[config.mk]
export PLATFORM = sky130hd
export DESIGN_NAME = alamouti_stbc_framer_unit
export DESIGN_NICKNAME = d
export VERILOG_FILES = /design/src/hw/rtl/asf_pkg.sv /design/src/hw/rtl/asf_front.sv /design/src/hw/rtl/asf_queue.sv /design/src/hw/rtl/asf_back.sv /design/src/hw/rtl/alamouti_stbc_framer_unit.sv
export VERILOG_INCLUDE_DIRS = /design/src /design/src/hw/rtl
export SDC_FILE = /design/constraint.sdc
export NUM_CORES = 1
export LEC_CHECK = 0
export ABC_CLOCK_PERIOD_IN_PS = 8600
export BUFFER_PORTS_ARGS = -buffer_cell sky130_fd_sc_hd__buf_2
export CORE_ASPECT_RATIO = 0.7
export CORE_MARGIN = 2
export CORE_UTILIZATION = 50
export DETAILED_ROUTE_END_ITERATION = 8
export MAX_ROUTING_LAYER = met4
export PLACE_DENSITY = 0.76
export SYNTH_ARGS = -nofsm -noshare
export SYNTH_HDL_FRONTEND = slang
export SYNTH_SLANG_ARGS = --single-unit
[constraint.sdc]
create_clock -name clk -period 8.6 [get_ports clk]
set_clock_uncertainty 0.2 [all_clocks]
set_input_delay 0 -clock clk [delete_from_list [all_inputs] [get_ports clk]]
set_output_delay 0 -clock clk [all_outputs]
set_load 0.005 [all_outputs]
[src/hw/rtl/alamouti_stbc_framer_unit_defines.svh]
// Assertion macros for the framer top file, which checks its own logic.
`ifndef ALAMOUTI_STBC_FRAMER_UNIT_DEFINES_SVH
`define ALAMOUTI_STBC_FRAMER_UNIT_DEFINES_SVH

// A condition that must hold at every clock edge outside reset.
`define ASF_ASSERT_ALWAYS(label, cond, msg) \
  label: assert property (@(posedge clk) disable iff (rst) (cond)) else $error(msg);

// A condition that must hold in the same cycle as its trigger.
`define ASF_ASSERT_SAME(label, ante, cons, msg) \
  label: assert property (@(posedge clk) disable iff (rst) (ante) |-> (cons)) else $error(msg);

// A condition that must hold in the cycle after its trigger.
`define ASF_ASSERT_NEXT(label, ante, cons, msg) \
  label: assert property (@(posedge clk) disable iff (rst) (ante) |=> (cons)) else $error(msg);

`endif

[src/hw/rtl/asf_pkg.sv]
package asf_pkg;

  localparam int SAMPLE_WIDTH = 16;
  localparam int GOLD_LENGTH  = 64;
  localparam int PILOT_PERIOD = 4;
  localparam int QUEUE_DEPTH  = 4;
  localparam int QPTR_W       = $clog2(QUEUE_DEPTH);
  localparam int QCNT_W       = $clog2(QUEUE_DEPTH + 1);
  localparam int CFG_INDEX_W  = 3;
  localparam int CFG_DATA_W   = 16;

  // Register indexes on the configuration port.
  localparam logic [CFG_INDEX_W-1:0] CFG_PAYLOAD_PAIRS        = 3'd0;
  localparam logic [CFG_INDEX_W-1:0] CFG_PILOT_SLOTS          = 3'd1;
  localparam logic [CFG_INDEX_W-1:0] CFG_PREAMBLE_SLOTS       = 3'd2;
  localparam logic [CFG_INDEX_W-1:0] CFG_PACKETS_PER_PREAMBLE = 3'd3;
  localparam logic [CFG_INDEX_W-1:0] CFG_PREAMBLE_ONCE        = 3'd4;

  // Slot kinds, also used as the framer phase codes.
  localparam logic [1:0] KIND_PREAMBLE = 2'd0;
  localparam logic [1:0] KIND_PILOT0   = 2'd1;
  localparam logic [1:0] KIND_PILOT1   = 2'd2;
  localparam logic [1:0] KIND_DATA     = 2'd3;

  // Gold sequence, entry 0 first.
  localparam logic [0:63] GOLD_SEQ =
    64'b1001100001000000001_1101000111110100111_0000110111111001001_1101111;

  // QPSK pilot points: bit 1 real part positive, bit 0 imaginary part positive.
  localparam logic [1:0] PILOT_TAB [4] = '{2'b10, 2'b01, 2'b11, 2'b00};

  typedef logic signed [SAMPLE_WIDTH-1:0] sample_t;

  localparam sample_t S_ONE  = sample_t'(1 << (SAMPLE_WIDTH - 2));
  localparam sample_t S_MONE = sample_t'(-(1 << (SAMPLE_WIDTH - 2)));
  localparam sample_t S_MAX  = sample_t'((1 << (SAMPLE_WIDTH - 1)) - 1);
  localparam sample_t S_MIN  = sample_t'(-(1 << (SAMPLE_WIDTH - 1)));

  typedef struct packed {
    sample_t first_re;
    sample_t first_im;
    sample_t second_re;
    sample_t second_im;
  } asf_pair_t;

  typedef struct packed {
    sample_t    ant0_re;
    sample_t    ant0_im;
    sample_t    ant1_re;
    sample_t    ant1_im;
    logic       pair_taken;
    logic [1:0] slot_kind;
    logic       last;
  } asf_slot_t;

  // One classified item waiting for the back end.
  typedef struct packed {
    logic [1:0] kind;
    logic [1:0] code;
    asf_pair_t  pair;
  } asf_entry_t;

  typedef struct packed {
    logic              full;
    logic              head_valid;
    logic [QCNT_W-1:0] count;
  } asf_qstat_t;

  function automatic sample_t sat_neg(sample_t v);
    sample_t r;
    r = -v;
    if (v == S_MIN) begin
      r = S_MAX;
    end
    return r;
  endfunction

  function automatic sample_t unit_of(logic pos);
    return pos ? S_ONE : S_MONE;
  endfunction

endpackage

[src/hw/rtl/asf_front.sv]
module asf_front #(
  parameter int GOLD_LENGTH  = asf_pkg::GOLD_LENGTH,
  parameter int PILOT_PERIOD = asf_pkg::PILOT_PERIOD
) (
  input  logic                               clk,
  input  logic                               rst,
  input  logic                               cfg_valid,
  input  logic [asf_pkg::CFG_INDEX_W-1:0]    cfg_index,
  input  logic [asf_pkg::CFG_DATA_W-1:0]     cfg_data,
  input  logic                               push,
  input  asf_pkg::asf_pair_t                 pair,
  input  logic                               q_full,
  output logic                               q_push,
  output asf_pkg::asf_entry_t                q_entry
);

  localparam logic [6:0] GOLD_LIM  = 7'(GOLD_LENGTH);
  localparam logic [1:0] PPOS_LAST = 2'(PILOT_PERIOD - 1);

  logic [15:0] payload_pairs;
  logic [12:0] pilot_slots;
  logic [6:0]  preamble_slots;
  logic [15:0] packets_per_preamble;
  logic        preamble_once;

  logic [1:0]  phase, phase_next;
  logic [6:0]  preamble_count, preamble_count_next;
  logic [12:0] pilot_count, pilot_count_next;
  logic [1:0]  pilot_pos, pilot_pos_next;
  logic [15:0] pair_count, pair_count_next;
  logic [15:0] packet_count, packet_count_next;

  logic [6:0]  pre_lim;
  logic [6:0]  pre_inc;
  logic [12:0] pil_lim, pil_inc;
  logic [15:0] pay_lim, pay_inc, pkt_lim, pkt_inc;
  logic        gold_bit;

  assign q_push = push && !q_full;

  always_comb begin
    pre_lim = (preamble_slots == 7'd0) ? 7'd1 : preamble_slots;
    if (pre_lim > GOLD_LIM) begin
      pre_lim = GOLD_LIM;
    end
    pil_lim  = (pilot_slots == 13'd0) ? 13'd1 : pilot_slots;
    pay_lim  = (payload_pairs == 16'd0) ? 16'd1 : payload_pairs;
    pkt_lim  = (packets_per_preamble == 16'd0) ? 16'd1 : packets_per_preamble;
    pre_inc  = preamble_count + 7'd1;
    pil_inc  = pilot_count + 13'd1;
    pay_inc  = pair_count + 16'd1;
    pkt_inc  = packet_count + 16'd1;
    gold_bit = asf_pkg::GOLD_SEQ[preamble_count[5:0]];

    phase_next          = phase;
    preamble_count_next = preamble_count;
    pilot_count_next    = pilot_count;
    pilot_pos_next      = pilot_pos;
    pair_count_next     = pair_count;
    packet_count_next   = packet_count;

    q_entry.kind = phase;
    q_entry.pair = pair;
    q_entry.code = asf_pkg::PILOT_TAB[pilot_pos];

    case (phase)
      asf_pkg::KIND_PREAMBLE: begin
        q_entry.code        = {gold_bit, gold_bit};
        preamble_count_next = pre_inc;
        if (pre_inc >= pre_lim) begin
          preamble_count_next = 7'd0;
          phase_next          = asf_pkg::KIND_PILOT0;
        end
      end
      asf_pkg::KIND_PILOT0, asf_pkg::KIND_PILOT1: begin
        pilot_count_next = pil_inc;
        pilot_pos_next   = (pilot_pos >= PPOS_LAST) ? 2'd0 : pilot_pos + 2'd1;
        if (pil_inc >= pil_lim) begin
          pilot_count_next = 13'd0;
          pilot_pos_next   = 2'd0;
          phase_next       = (phase == asf_pkg::KIND_PILOT0) ? asf_pkg::KIND_PILOT1
                                                              : asf_pkg::KIND_DATA;
        end
      end
      default: begin
        pair_count_next = pay_inc;
        if (pay_inc >= pay_lim) begin
          pair_count_next   = 16'd0;
          phase_next        = asf_pkg::KIND_PILOT0;
          packet_count_next = pkt_inc;
          if (pkt_inc >= pkt_lim) begin
            packet_count_next = 16'd0;
            if (!preamble_once) begin
              phase_next = asf_pkg::KIND_PREAMBLE;
            end
          end
        end
      end
    endcase
  end

  always_ff @(posedge clk) begin
    if (rst) begin
      payload_pairs        <= 16'd1024;
      pilot_slots          <= 13'd128;
      preamble_slots       <= 7'd64;
      packets_per_preamble <= 16'd32;
      preamble_once        <= 1'b0;
      phase                <= asf_pkg::KIND_PREAMBLE;
      preamble_count       <= 7'd0;
      pilot_count          <= 13'd0;
      pilot_pos            <= 2'd0;
      pair_count           <= 16'd0;
      packet_count         <= 16'd0;
    end else begin
      if (cfg_valid) begin
        case (cfg_index)
          asf_pkg::CFG_PAYLOAD_PAIRS:        payload_pairs        <= cfg_data;
          asf_pkg::CFG_PILOT_SLOTS:          pilot_slots          <= cfg_data[12:0];
          asf_pkg::CFG_PREAMBLE_SLOTS:       preamble_slots       <= cfg_data[6:0];
          asf_pkg::CFG_PACKETS_PER_PREAMBLE: packets_per_preamble <= cfg_data;
          asf_pkg::CFG_PREAMBLE_ONCE:        preamble_once        <= cfg_data[0];
          default: ;
        endcase
      end
      if (q_push) begin
        phase          <= phase_next;
        preamble_count <= preamble_count_next;
        pilot_count    <= pilot_count_next;
        pilot_pos      <= pilot_pos_next;
        pair_count     <= pair_count_next;
        packet_count   <= packet_count_next;
      end
    end
  end

endmodule

[src/hw/rtl/asf_queue.sv]
module asf_queue (
  input  logic                clk,
  input  logic                rst,
  input  logic                wr_en,
  input  asf_pkg::asf_entry_t wr_entry,
  input  logic                rd_en,
  output asf_pkg::asf_entry_t rd_entry,
  output asf_pkg::asf_qstat_t stat
);

  localparam int DEPTH = asf_pkg::QUEUE_DEPTH;
  localparam logic [asf_pkg::QPTR_W-1:0] PTR_LAST = asf_pkg::QPTR_W'(DEPTH - 1);
  localparam logic [asf_pkg::QCNT_W-1:0] CNT_FULL = asf_pkg::QCNT_W'(DEPTH);

  asf_pkg::asf_entry_t            store [DEPTH];
  logic [asf_pkg::QPTR_W-1:0]     wptr, rptr;
  logic [asf_pkg::QCNT_W-1:0]     count;

  assign rd_entry        = store[rptr];
  assign stat.count      = count;
  assign stat.full       = (count == CNT_FULL);
  assign stat.head_valid = (count != '0);

  always_ff @(posedge clk) begin
    if (wr_en) begin
      store[wptr] <= wr_entry;
    end
  end

  always_ff @(posedge clk) begin
    if (rst) begin
      wptr  <= '0;
      rptr  <= '0;
      count <= '0;
    end else begin
      if (wr_en) begin
        wptr <= (wptr == PTR_LAST) ? '0 : wptr + 1'b1;
      end
      if (rd_en) begin
        rptr <= (rptr == PTR_LAST) ? '0 : rptr + 1'b1;
      end
      case ({wr_en, rd_en})
        2'b10:   count <= count + 1'b1;
        2'b01:   count <= count - 1'b1;
        default: ;
      endcase
    end
  end

endmodule

[src/hw/rtl/asf_back.sv]
module asf_back (
  input  logic                clk,
  input  logic                rst,
  input  logic                head_valid,
  input  asf_pkg::asf_entry_t head,
  output logic                q_pop,
  input  logic                pop,
  output logic                empty,
  output asf_pkg::asf_slot_t  slot
);

  logic               out_valid;
  logic               half;
  logic               load;
  logic               is_data;
  asf_pkg::asf_slot_t slot_next;

  assign empty   = !out_valid;
  assign load    = head_valid && (!out_valid || pop);
  assign is_data = (head.kind == asf_pkg::KIND_DATA);
  // A data pair stays at the head until its second slot is built.
  assign q_pop   = load && !(is_data && !half);

  always_comb begin
    slot_next.slot_kind  = head.kind;
    slot_next.pair_taken = 1'b0;
    slot_next.last       = 1'b1;
    slot_next.ant0_re    = asf_pkg::unit_of(head.code[1]);
    slot_next.ant0_im    = asf_pkg::unit_of(head.code[0]);
    slot_next.ant1_re    = '0;
    slot_next.ant1_im    = '0;
    case (head.kind)
      asf_pkg::KIND_PREAMBLE: begin
        slot_next.ant0_im = asf_pkg::unit_of(head.code[1]);
        slot_next.ant1_re = asf_pkg::unit_of(head.code[1]);
        slot_next.ant1_im = asf_pkg::unit_of(head.code[1]);
      end
      asf_pkg::KIND_PILOT0: ;
      asf_pkg::KIND_PILOT1: begin
        slot_next.ant0_re = '0;
        slot_next.ant0_im = '0;
        slot_next.ant1_re = asf_pkg::unit_of(head.code[1]);
        slot_next.ant1_im = asf_pkg::unit_of(head.code[0]);
      end
      default: begin
        slot_next.pair_taken = 1'b1;
        slot_next.last       = half;
        if (!half) begin
          slot_next.ant0_re = head.pair.first_re;
          slot_next.ant0_im = head.pair.first_im;
          slot_next.ant1_re = head.pair.second_re;
          slot_next.ant1_im = head.pair.second_im;
        end else begin
          slot_next.ant0_re = asf_pkg::sat_neg(head.pair.second_re);
          slot_next.ant0_im = head.pair.second_im;
          slot_next.ant1_re = head.pair.first_re;
          slot_next.ant1_im = asf_pkg::sat_neg(head.pair.first_im);
        end
      end
    endcase
  end

  always_ff @(posedge clk) begin
    if (load) begin
      slot <= slot_next;
    end
  end

  always_ff @(posedge clk) begin
    if (rst) begin
      out_valid <= 1'b0;
      half      <= 1'b0;
    end else begin
      if (load) begin
        out_valid <= 1'b1;
        half      <= is_data && !half;
      end else if (pop) begin
        out_valid <= 1'b0;
      end
    end
  end

endmodule

[src/hw/rtl/alamouti_stbc_framer_unit.sv]
// Each item transferred in is written into the queue; the back end registers its slot
// from the queue head. Throughput: one slot per cycle while popped, so preamble and pilot
// items give one slot each and a data pair gives two; the four-entry queue absorbs bursts.
// Reset: synchronous, active high; it loads the register defaults, restarts in the
// preamble phase with all counters at zero and empties the queue and output register.
`include "alamouti_stbc_framer_unit_defines.svh"

module alamouti_stbc_framer_unit #(
  parameter int GOLD_LENGTH  = asf_pkg::GOLD_LENGTH,
  parameter int PILOT_PERIOD = asf_pkg::PILOT_PERIOD
) (
  input  logic                            clk,
  input  logic                            rst,
  // Configuration write channel.
  input  logic                            cfg_valid,
  output logic                            cfg_ready,
  input  logic [asf_pkg::CFG_INDEX_W-1:0] cfg_index,
  input  logic [asf_pkg::CFG_DATA_W-1:0]  cfg_data,
  // Input side: one offered symbol pair per transfer.
  input  logic                            push,
  output logic                            full,
  input  asf_pkg::asf_pair_t              pair,
  // Result side: one antenna slot per transfer.
  output logic                            empty,
  input  logic                            pop,
  output asf_pkg::asf_slot_t              slot
);

  // The front end runs the phase counters and classifies each item as it is
  // transferred in; the back end expands each entry into one or two slots.
  logic                q_push;
  logic                q_pop;
  asf_pkg::asf_entry_t q_wr_entry;
  asf_pkg::asf_entry_t q_head;
  asf_pkg::asf_qstat_t q_stat;

  // Registers are plain flops and can be written in any cycle.
  assign cfg_ready = 1'b1;
  assign full      = q_stat.full;

  asf_front #(
    .GOLD_LENGTH  (GOLD_LENGTH),
    .PILOT_PERIOD (PILOT_PERIOD)
  ) u_front (
    .clk       (clk),
    .rst       (rst),
    .cfg_valid (cfg_valid),
    .cfg_index (cfg_index),
    .cfg_data  (cfg_data),
    .push      (push),
    .pair      (pair),
    .q_full    (q_stat.full),
    .q_push    (q_push),
    .q_entry   (q_wr_entry)
  );

  asf_queue u_queue (
    .clk      (clk),
    .rst      (rst),
    .wr_en    (q_push),
    .wr_entry (q_wr_entry),
    .rd_en    (q_pop),
    .rd_entry (q_head),
    .stat     (q_stat)
  );

  asf_back u_back (
    .clk        (clk),
    .rst        (rst),
    .head_valid (q_stat.head_valid),
    .head       (q_head),
    .q_pop      (q_pop),
    .pop        (pop),
    .empty      (empty),
    .slot       (slot)
  );

  // The queue never holds more entries than it has room for.
  `ASF_ASSERT_ALWAYS(a_queue_bound, q_stat.count <= asf_pkg::QCNT_W'(asf_pkg::QUEUE_DEPTH), "queue overrun")
  // The first slot of a data pair is always followed by its second slot.
  `ASF_ASSERT_NEXT(a_pair_second, !empty && !slot.last, !empty, "second data slot lost")
  // Only data slots consume the pair.
  `ASF_ASSERT_SAME(a_taken_kind, !empty, slot.pair_taken == (slot.slot_kind == asf_pkg::KIND_DATA), "pair_taken mismatch")
  // Preamble and pilot slots are single results.
  `ASF_ASSERT_SAME(a_single_last, !empty && slot.slot_kind != asf_pkg::KIND_DATA, slot.last, "single slot without last")

endmodule
==> impl_metrics.xml, run 1 <==
<?xml version="1.0" encoding="UTF-8"?>
<metrics>
  <group name="final_layout">
    <metric name="drive_gt1_frac" unit="">0.173</metric>
    <metric name="design.final.nets" unit="">2027</metric>
    <metric name="area_growth_syn_to_layout" unit="%">19.3</metric>
  </group>
  <group name="floorplanning">
    <metric name="floorplan.die.width" unit="um">246</metric>
    <metric name="core_area" unit="um^2">40000</metric>
    <metric name="starting_density_of_the_core" unit="">0.511</metric>
    <metric name="fp-row-count" unit="">61</metric>
    <metric name="top_level_ports" unit="">159</metric>
    <metric name="chipHeight" unit="um">173</metric>
    <metric name="fp.dieArea" unit="um^2">42600</metric>
  </group>
  <group name="clock_tree">
    <metric name="ctsResizeCount" unit="">0</metric>
    <metric name="htreeDepth" unit="">2</metric>
    <metric name="cts-root-buf" unit="">clkbuf_16</metric>
    <metric name="cts_num_sinks" unit="">460</metric>
    <metric name="clk_latency" unit="ns">0.56</metric>
    <metric name="clock_pin_slew_worst_setup_and_hold_paths" unit="ns">0.07</metric>
    <metric name="cts_inserted_buffers" unit="">44</metric>
    <metric name="cts_tree" unit="">yes</metric>
    <metric name="clock_tree.buffer_depth" unit="">3</metric>
  </group>
  <group name="run_status">
    <metric name="result_of_the_run" unit="">complete, no violations</metric>
  </group>
  <group name="global_route">
    <metric name="grt_overflow" unit="">0</metric>
    <metric name="maximum_number_of_pins_on_one_net_before_global_route_repair" unit="">98</metric>
    <metric name="antenna_found_initial" unit="">2</metric>
    <metric name="first_global_vias" unit="">14000</metric>
    <metric name="grt_first_pass_wirelength" unit="mm">78.1</metric>
    <metric name="groute.usage.overall" unit="">0.241</metric>
  </group>
  <group name="timing">
    <metric name="slew_at_the_pin_with_the_worst_max_slew_slack" unit="ns">1.09</metric>
    <metric name="layout_min_cycle_time" unit="ns">4.66</metric>
    <metric name="slew_headroom" unit="">0.272</metric>
    <metric name="maxSlewViolCount" unit="">0</metric>
    <metric name="fin_worst_hold_slack" unit="ns">0.00433</metric>
    <metric name="setup_slack" unit="ns">3.94</metric>
    <metric name="timing.final.crit_share" unit="">0.542</metric>
    <metric name="max_freq" unit="GHz">0.214</metric>
    <metric name="setup_viol" unit="">0</metric>
    <metric name="totalNegativeSetupSlack" unit="ns">0</metric>
    <metric name="grt_setup_unrepaired" unit="">false</metric>
    <metric name="finalHoldViolCount" unit="">0</metric>
  </group>
  <group name="yosys">
    <metric name="synth_commonest_cells" unit="">340 x edfxtp_1, 233 x nand2_1, 131 x a21oi_1, 120 x dfxtp_1, 78 x nor2_1</metric>
    <metric name="synth-main-ff-cell" unit="">edfxtp_1</metric>
    <metric name="seq_total_area_yosys" unit="">0.617</metric>
    <metric name="postSynth.asyncResetShare" unit="">0</metric>
    <metric name="synth_warnings" unit="">0</metric>
    <metric name="netlist.top_cell.by_area" unit="">edfxtp_1</metric>
    <metric name="ys_top_cells_by_area" unit="">edfxtp_1 50%, dfxtp_1 12%, mux4_2 7.5%</metric>
    <metric name="post_synthesis_area_per_instance" unit="um^2">12.8</metric>
    <metric name="netlist_area" unit="um^2">20500</metric>
    <metric name="synth_fp_nets" unit="">1767</metric>
    <metric name="synthesis.instances" unit="">1603</metric>
    <metric name="synthMostInstantiatedCell" unit="">edfxtp_1</metric>
    <metric name="distinct_cell_type_count_of_the_synthesized_netlist" unit="">77</metric>
    <metric name="synth_edf_count" unit="">340</metric>
    <metric name="synth_largest_type_area_fraction" unit="">0.499</metric>
    <metric name="ys_ff_latch" unit="">460</metric>
  </group>
  <group name="drt">
    <metric name="drt-pass1-iter-count" unit="">6</metric>
    <metric name="routed-via-count" unit="">14100</metric>
    <metric name="totalWireLength" unit="mm">49.7</metric>
    <metric name="viasPerCell" unit="">5.80</metric>
    <metric name="post-route-drc-count" unit="">0</metric>
    <metric name="drt_first_iter_violations" unit="">1534</metric>
    <metric name="final_antenna_net_count" unit="">0</metric>
    <metric name="wire_per_inst" unit="um">20.4</metric>
  </group>
  <group name="setup_path">
    <metric name="maximum_cell_stage_delay_along_the_critical_path" unit="ns">0.82</metric>
    <metric name="worstSetupEndpointType" unit="">register</metric>
    <metric name="critical_path_peak_fanout" unit="">12</metric>
    <metric name="crit_required" unit="ns">8.83</metric>
    <metric name="critical_path.top_delay_family" unit="">simple AND/OR/NAND/NOR gates</metric>
    <metric name="worst-endpoint-arrival" unit="ns">4.89</metric>
    <metric name="criticalPathCategory" unit="">register to register</metric>
    <metric name="critical-path-slowest-cell" unit="">o31ai_1</metric>
    <metric name="critical_path_depth" unit="">12</metric>
    <metric name="rr_worst_depth" unit="">12</metric>
    <metric name="timing.critical_path.cells" unit="">ha_1 -&gt; and3_1 -&gt; nand3_1 -&gt; nor3_1 -&gt; nand3_1 -&gt; xnor2_1 -&gt; ha_1 -&gt; nand4_1 -&gt; o31ai_1 -&gt; nand2_1 -&gt; a21o_1 -&gt; a32o_1</metric>
    <metric name="nature_of_the_critical_path_startpoint" unit="">register</metric>
    <metric name="cp.buffers_inverters" unit="">0</metric>
  </group>
  <group name="worst_hold_path">
    <metric name="hold_path_class" unit="">input pin to register</metric>
    <metric name="hold_depth" unit="">2</metric>
  </group>
  <group name="place">
    <metric name="post-place-ws" unit="ns">4.17</metric>
    <metric name="hpwl" unit="mm">31.2</metric>
    <metric name="buffer_ports.inserted" unit="">157</metric>
    <metric name="place_congestion" unit="">0.866</metric>
  </group>
  <group name="power">
    <metric name="ir_drop" unit="mV">0.203</metric>
    <metric name="power.density_cell_area" unit="nW/um^2">263</metric>
    <metric name="total_power" unit="mW">6.43</metric>
    <metric name="cellLeakagePower" unit="nW">8.85</metric>
  </group>
  <group name="run">
    <metric name="maxCapViolations" unit="">0</metric>
  </group>
</metrics>
layer usage:
metal | vias up | wire length [um] | global-route usage
met2 | 593 | 23000 | 0.370
met3 | 82 | 3770 | 0.0389
li1 | 6472 | - | -
met5 | - | 0 | -
met4 | 0 | 992 | 0.0566
met1 | 6973 | 21900 | 0.340
stage by stage:
step,area [um^2],cells,utilization
final,24400,2436,0.610
after CTS,24400,2432,0.610
after global placement,21700,2231,0.542
after detailed placement,21700,2231,0.542
after global routing,24400,2435,0.610
after floorplan,20500,1603,-
power by group:
part           switching [mW]  leakage [nW]  internal (mW)  total [mW]
Sequential              0.161          4.14           2.77        2.93
Clock                   0.856         0.733           1.16        2.02
Combinational           0.892          3.98          0.588        1.48
sequential cells by signal (all words and copies together) (netlist names), 13 cells and up, named ones only:
signal / count
u_back.slot: 68
u_front.pilot_slots: 13
u_front.pair_count: 16
u_queue.store: 272
u_front.packets_per_preamble: 16
u_front.packet_count: 16
u_front.pilot_count: 13
u_front.payload_pairs: 16
path summary, 6_finish.rpt:
kind                                                start                                           end  slack, ns
min reg2reg  u_front.packets_per_preamble[0]$_SDFFE_PP0P_  u_front.packets_per_preamble[0]$_SDFFE_PP0P_       0.26
max reg2reg            u_front.pair_count[0]$_SDFFE_PP0P_          u_front.packet_count[5]$_SDFFE_PP0P_       3.94
min                                               pair[1]                 u_queue.store[0][1]$_DFFE_PP_      0.004
max                    u_front.pair_count[0]$_SDFFE_PP0P_          u_front.packet_count[5]$_SDFFE_PP0P_       3.94
layout make-up:
cell class,count,area (um^2)
fill,3003,15600
sequential,460,12600
multi-input combinational,992,7250
timing repair buffer,289,2080
clock buffer,53,1170
tap,535,669
clock inverter,28,323
inverter,76,285
antenna,3,7.51
placed cells by master (no fill, tap or decap), types with 12 or more instances in the layout:
cell           synthesis  routed
a21o_1                12      12
a21oi_1              131     130
a22oi_1               12      12
a31oi_1               13      13
and3_1                17      17
buf_2                  8     156
buf_4                  2      12
clkbuf_16              0      45
dfxtp_1              120     117
dlygate4sd3_1          0     121
edfxtp_1             340     340
ha_1                  75      75
inv_1                 75      75
mux2i_1               16      16
mux4_2                68      68
nand2_1              233     233
nand3_1               40      40
nor2_1                78      78
nor2b_1               15      15
nor3_1                21      21
nor4_1                15      15
o21ai_0               44      44
xnor2_1               31      31
xor2_1                28      28
cell families after synthesis:
family          count (synthesis)  synth area share
simple gates                  484             0.109
flops                         460             0.617
compound gates                285            0.0873
buf+inv                       151            0.0300
mux                            87            0.0844
fa+ha+maj                      76            0.0469
xor+xnor                       59            0.0253
other cells                     1          0.000183
timing repair:
| action | 4_1_cts | 5_1_grt |
|---|---|---|
| hold buffers | 120 | 1 |
| setup endpoints to repair | 0 | 0 |
| setup buffers | 0 | 0 |
| hold endpoints to repair | 333 | 4 |
Power figures use the tool's default switching activity.
==> run 2, diff against run 1 <==
Settings changed: ABC_CLOCK_PERIOD_IN_PS 8600 to 4600.
Clock period 8.6 ns to 4.6 ns, I/O delays scaled along.
==> impl_metrics.xml, run 2 (synthesis gave the netlist of run 1 again) <==
<?xml version="1.0" encoding="UTF-8"?>
<metrics>
  <group name="final_layout">
    <metric name="area_growth_syn_to_layout" unit="%">19.0</metric>
    <metric name="drive_gt1_frac" unit="">0.179</metric>
    <metric name="layout_commonest_cell" unit="">edfxtp_1</metric>
    <metric name="design.final.nets" unit="">2026</metric>
    <metric name="layout.cell_area.non_filler" unit="um^2">24300</metric>
    <metric name="top_register" unit="">u_queue.store</metric>
    <metric name="seqCellArea" unit="um^2">12600</metric>
    <metric name="top_regs" unit="">u_queue.store: 272 flops, u_back.slot: 68 flops</metric>
    <metric name="finalNonFillerCells" unit="">2436</metric>
    <metric name="multi_input_comb_area" unit="um^2">7250</metric>
    <metric name="layout.cells.most_common_list" unit="">340 x edfxtp_1, 233 x nand2_1, 156 x buf_2</metric>
    <metric name="largest_register_ffs" unit="">272</metric>
    <metric name="num-fill-cells" unit="">2977</metric>
  </group>
  <group name="setup_path">
    <metric name="crit_required" unit="ns">4.84</metric>
    <metric name="critical_path.reg2reg.endpoint" unit="">u_front.pair_count[3]$_SDFFE_PP0P_</metric>
    <metric name="rr_worst_depth" unit="">15</metric>
    <metric name="criticalPathCategory" unit="">register to register</metric>
    <metric name="critical-path-slowest-cell" unit="">nor3_1</metric>
    <metric name="maximum_cell_stage_delay_along_the_critical_path" unit="ns">0.45</metric>
    <metric name="critical_path_peak_fanout" unit="">13</metric>
    <metric name="timing.critical_path.cells" unit="">ha_1 -&gt; and3_1 -&gt; nand3_1 -&gt; nor3_1 -&gt; nand3_1 -&gt; xnor2_1 -&gt; ha_1 -&gt; nand4_1 -&gt; inv_1 -&gt; a21oi_1 -&gt; o31ai_1 -&gt; buf_4 -&gt; nor2_2 -&gt; a41oi_1 -&gt; a311oi_1</metric>
    <metric name="cp.buffers_inverters" unit="">2</metric>
    <metric name="critical_path.top_delay_family" unit="">simple AND/OR/NAND/NOR gates</metric>
    <metric name="internal_reg_to_reg_setup_slack" unit="ns">0.44</metric>
    <metric name="worstSetupEndpointType" unit="">register</metric>
    <metric name="nature_of_the_critical_path_startpoint" unit="">register</metric>
    <metric name="regToRegStartpoint" unit="">u_front.pair_count[0]$_SDFFE_PP0P_</metric>
    <metric name="worst-endpoint-arrival" unit="ns">4.41</metric>
  </group>
  <group name="worst_hold_path">
    <metric name="hold_path_startpoint" unit="">pair[34]</metric>
    <metric name="hold_depth" unit="">2</metric>
    <metric name="hold_path_end" unit="">u_queue.store[1][34]$_DFFE_PP_</metric>
    <metric name="hold_path_class" unit="">input pin to register</metric>
  </group>
  <group name="drt">
    <metric name="routed_length_on_met1" unit="mm">21.6</metric>
    <metric name="met3RoutedLength" unit="mm">3.97</metric>
    <metric name="final_antenna_net_count" unit="">0</metric>
    <metric name="routed.top_layer" unit="">met4</metric>
    <metric name="post-route-drc-count" unit="">0</metric>
    <metric name="viasPerCell" unit="">5.83</metric>
    <metric name="wire_per_inst" unit="um">20.5</metric>
    <metric name="routed-via-count" unit="">14200</metric>
    <metric name="totalWireLength" unit="mm">50.0</metric>
    <metric name="met2WireLength" unit="mm">23.1</metric>
    <metric name="drt-pass1-iter-count" unit="">5</metric>
    <metric name="drt_first_iter_violations" unit="">1495</metric>
  </group>
  <group name="global_route">
    <metric name="maximum_number_of_pins_on_one_net_before_global_route_repair" unit="">94</metric>
    <metric name="grt_first_pass_wirelength" unit="mm">78.2</metric>
    <metric name="antenna_found_initial" unit="">5</metric>
    <metric name="groute.usage.overall" unit="">0.240</metric>
    <metric name="first_global_vias" unit="">14100</metric>
    <metric name="grt_overflow" unit="">0</metric>
  </group>
  <group name="clock_tree">
    <metric name="cts_num_sinks" unit="">460</metric>
    <metric name="clock_tree.buffer_depth" unit="">3</metric>
    <metric name="htreeDepth" unit="">2</metric>
    <metric name="cts_tree" unit="">yes</metric>
    <metric name="clk_latency" unit="ns">0.56</metric>
    <metric name="cts_inserted_buffers" unit="">43</metric>
    <metric name="cts-root-buf" unit="">clkbuf_16</metric>
    <metric name="cts_post_setup_buffers_inserted" unit="">0</metric>
    <metric name="clock_pin_slew_worst_setup_and_hold_paths" unit="ns">0.07</metric>
  </group>
  <group name="power">
    <metric name="netSwitchingFraction" unit="">0.296</metric>
    <metric name="ir_drop" unit="mV">0.357</metric>
    <metric name="power.density_cell_area" unit="nW/um^2">491</metric>
    <metric name="combinationalPowerShare" unit="">0.238</metric>
    <metric name="p_int" unit="mW">8.41</metric>
    <metric name="cellLeakagePower" unit="nW">8.82</metric>
    <metric name="pwr-share-seq" unit="">0.456</metric>
    <metric name="power.switching" unit="mW">3.54</metric>
    <metric name="clkPwrFrac" unit="">0.306</metric>
  </group>
  <group name="floorplanning">
    <metric name="fp-row-count" unit="">61</metric>
    <metric name="floorplan.die.width" unit="um">246</metric>
    <metric name="starting_density_of_the_core" unit="">0.511</metric>
    <metric name="chipHeight" unit="um">173</metric>
    <metric name="core_area" unit="um^2">40000</metric>
    <metric name="fp.dieArea" unit="um^2">42600</metric>
    <metric name="top_level_ports" unit="">159</metric>
  </group>
  <group name="place">
    <metric name="hpwl" unit="mm">31.3</metric>
    <metric name="post_dp_area" unit="um^2">21800</metric>
    <metric name="buffer_ports.inserted" unit="">157</metric>
    <metric name="post-place-ws" unit="ns">0.269</metric>
    <metric name="dpl.cell_count" unit="">2242</metric>
    <metric name="place_congestion" unit="">0.870</metric>
  </group>
  <group name="timing">
    <metric name="setup_slack" unit="ns">0.436</metric>
    <metric name="slew_at_the_pin_with_the_worst_max_slew_slack" unit="ns">1.11</metric>
    <metric name="setup_viol" unit="">0</metric>
    <metric name="totalNegativeSetupSlack" unit="ns">0</metric>
    <metric name="timing.final.crit_share" unit="">0.905</metric>
    <metric name="layout_min_cycle_time" unit="ns">4.16</metric>
    <metric name="max_freq" unit="GHz">0.240</metric>
    <metric name="grt_setup_unrepaired" unit="">false</metric>
    <metric name="finalHoldViolCount" unit="">0</metric>
    <metric name="slew_headroom" unit="">0.260</metric>
    <metric name="maxSlewViolCount" unit="">0</metric>
  </group>
  <group name="run_status">
    <metric name="result_of_the_run" unit="">complete, no violations</metric>
  </group>
  <group name="run">
    <metric name="maxCapViolations" unit="">0</metric>
  </group>
</metrics>
==> run 2: worst max path at each step <==
stage	end	startpoint	depth (start not counted)	slack, ns
3_3_place_gp	u_front.pair_count[3]$_SDFFE_PP0P_	u_front.pair_count[0]$_SDFFE_PP0P_	15	0.47
6_report	u_front.pair_count[3]$_SDFFE_PP0P_	u_front.pair_count[0]$_SDFFE_PP0P_	15	0.44
5_1_grt	u_front.pair_count[3]$_SDFFE_PP0P_	u_front.pair_count[0]$_SDFFE_PP0P_	15	0.16
2_1_floorplan	u_queue.count[2]$_SDFFE_PP0P_	u_back.out_valid$_SDFFE_PP0P_	9	0.33
4_1_cts	u_front.pair_count[3]$_SDFFE_PP0P_	u_front.pair_count[0]$_SDFFE_PP0P_	15	0.23
3_5_place_dp	u_front.pair_count[3]$_SDFFE_PP0P_	u_front.pair_count[0]$_SDFFE_PP0P_	15	0.27
==> run 2: repair_timing <==
item	in CTS	in global routing
hold buffers	109	1
endpoints found under the setup margin	0	5
resized for setup	0	1
endpoints found under the hold margin	336	4
==> run 2: stage by stage <==
stage / util / hold slack (ns) / total power [mW]
final: 0.609 / 0.0124 / 11.9
after detailed placement: 0.545 / 0.0192 / 8.22
after global placement: 0.545 / 0.0109 / 8.14
after floorplan: - / -0.101 / 7.22
after global routing: 0.609 / 0.00673 / 12.4
after CTS: 0.608 / 0.00129 / 11.9
==> run 2: power by group through the flow <==
stage / combinational, mW / clock (mW) / sequential, mW
after floorplan: 1.77 / 0 / 5.45
after global placement: 2.65 / 0 / 5.50
after detailed placement: 2.70 / 0 / 5.52
after CTS: 2.81 / 3.68 / 5.44
after global routing: 3.07 / 3.85 / 5.49
final: 2.85 / 3.66 / 5.44
==> run 2: area by class of cell <==
cell class / count / share of cell area
Timing Repair Buffer: 289 / 0.0849
Inverter: 76 / 0.0117
Antenna cell: 6 / 0.000617
Multi-Input combinational cell: 992 / 0.298
Tap cell: 535 / 0.0275
Sequential cell: 460 / 0.519
Clock inverter: 26 / 0.0124
Clock buffer: 52 / 0.0465
==> run 2: worst register-to-register path: cells and delay by family, from the launching register on <==
kind	cells	cell delay, ns
buffers and inverters	2	0.22
AND/OR/NAND/NOR	6	1.67
adder cells (fa/ha/maj)	2	0.57
flip-flops	1	0.44
AO/OA/AOI/OAI	4	0.80
XOR/XNOR	1	0.17
==> run 2: metal layers <==
metal | track usage | vias to the layer above
li1 | - | 6476
met1 | 0.332 | 6978
met2 | 0.363 | 642
met3 | 0.0444 | 109
met4 | 0.0745 | 0
met5 | - | -
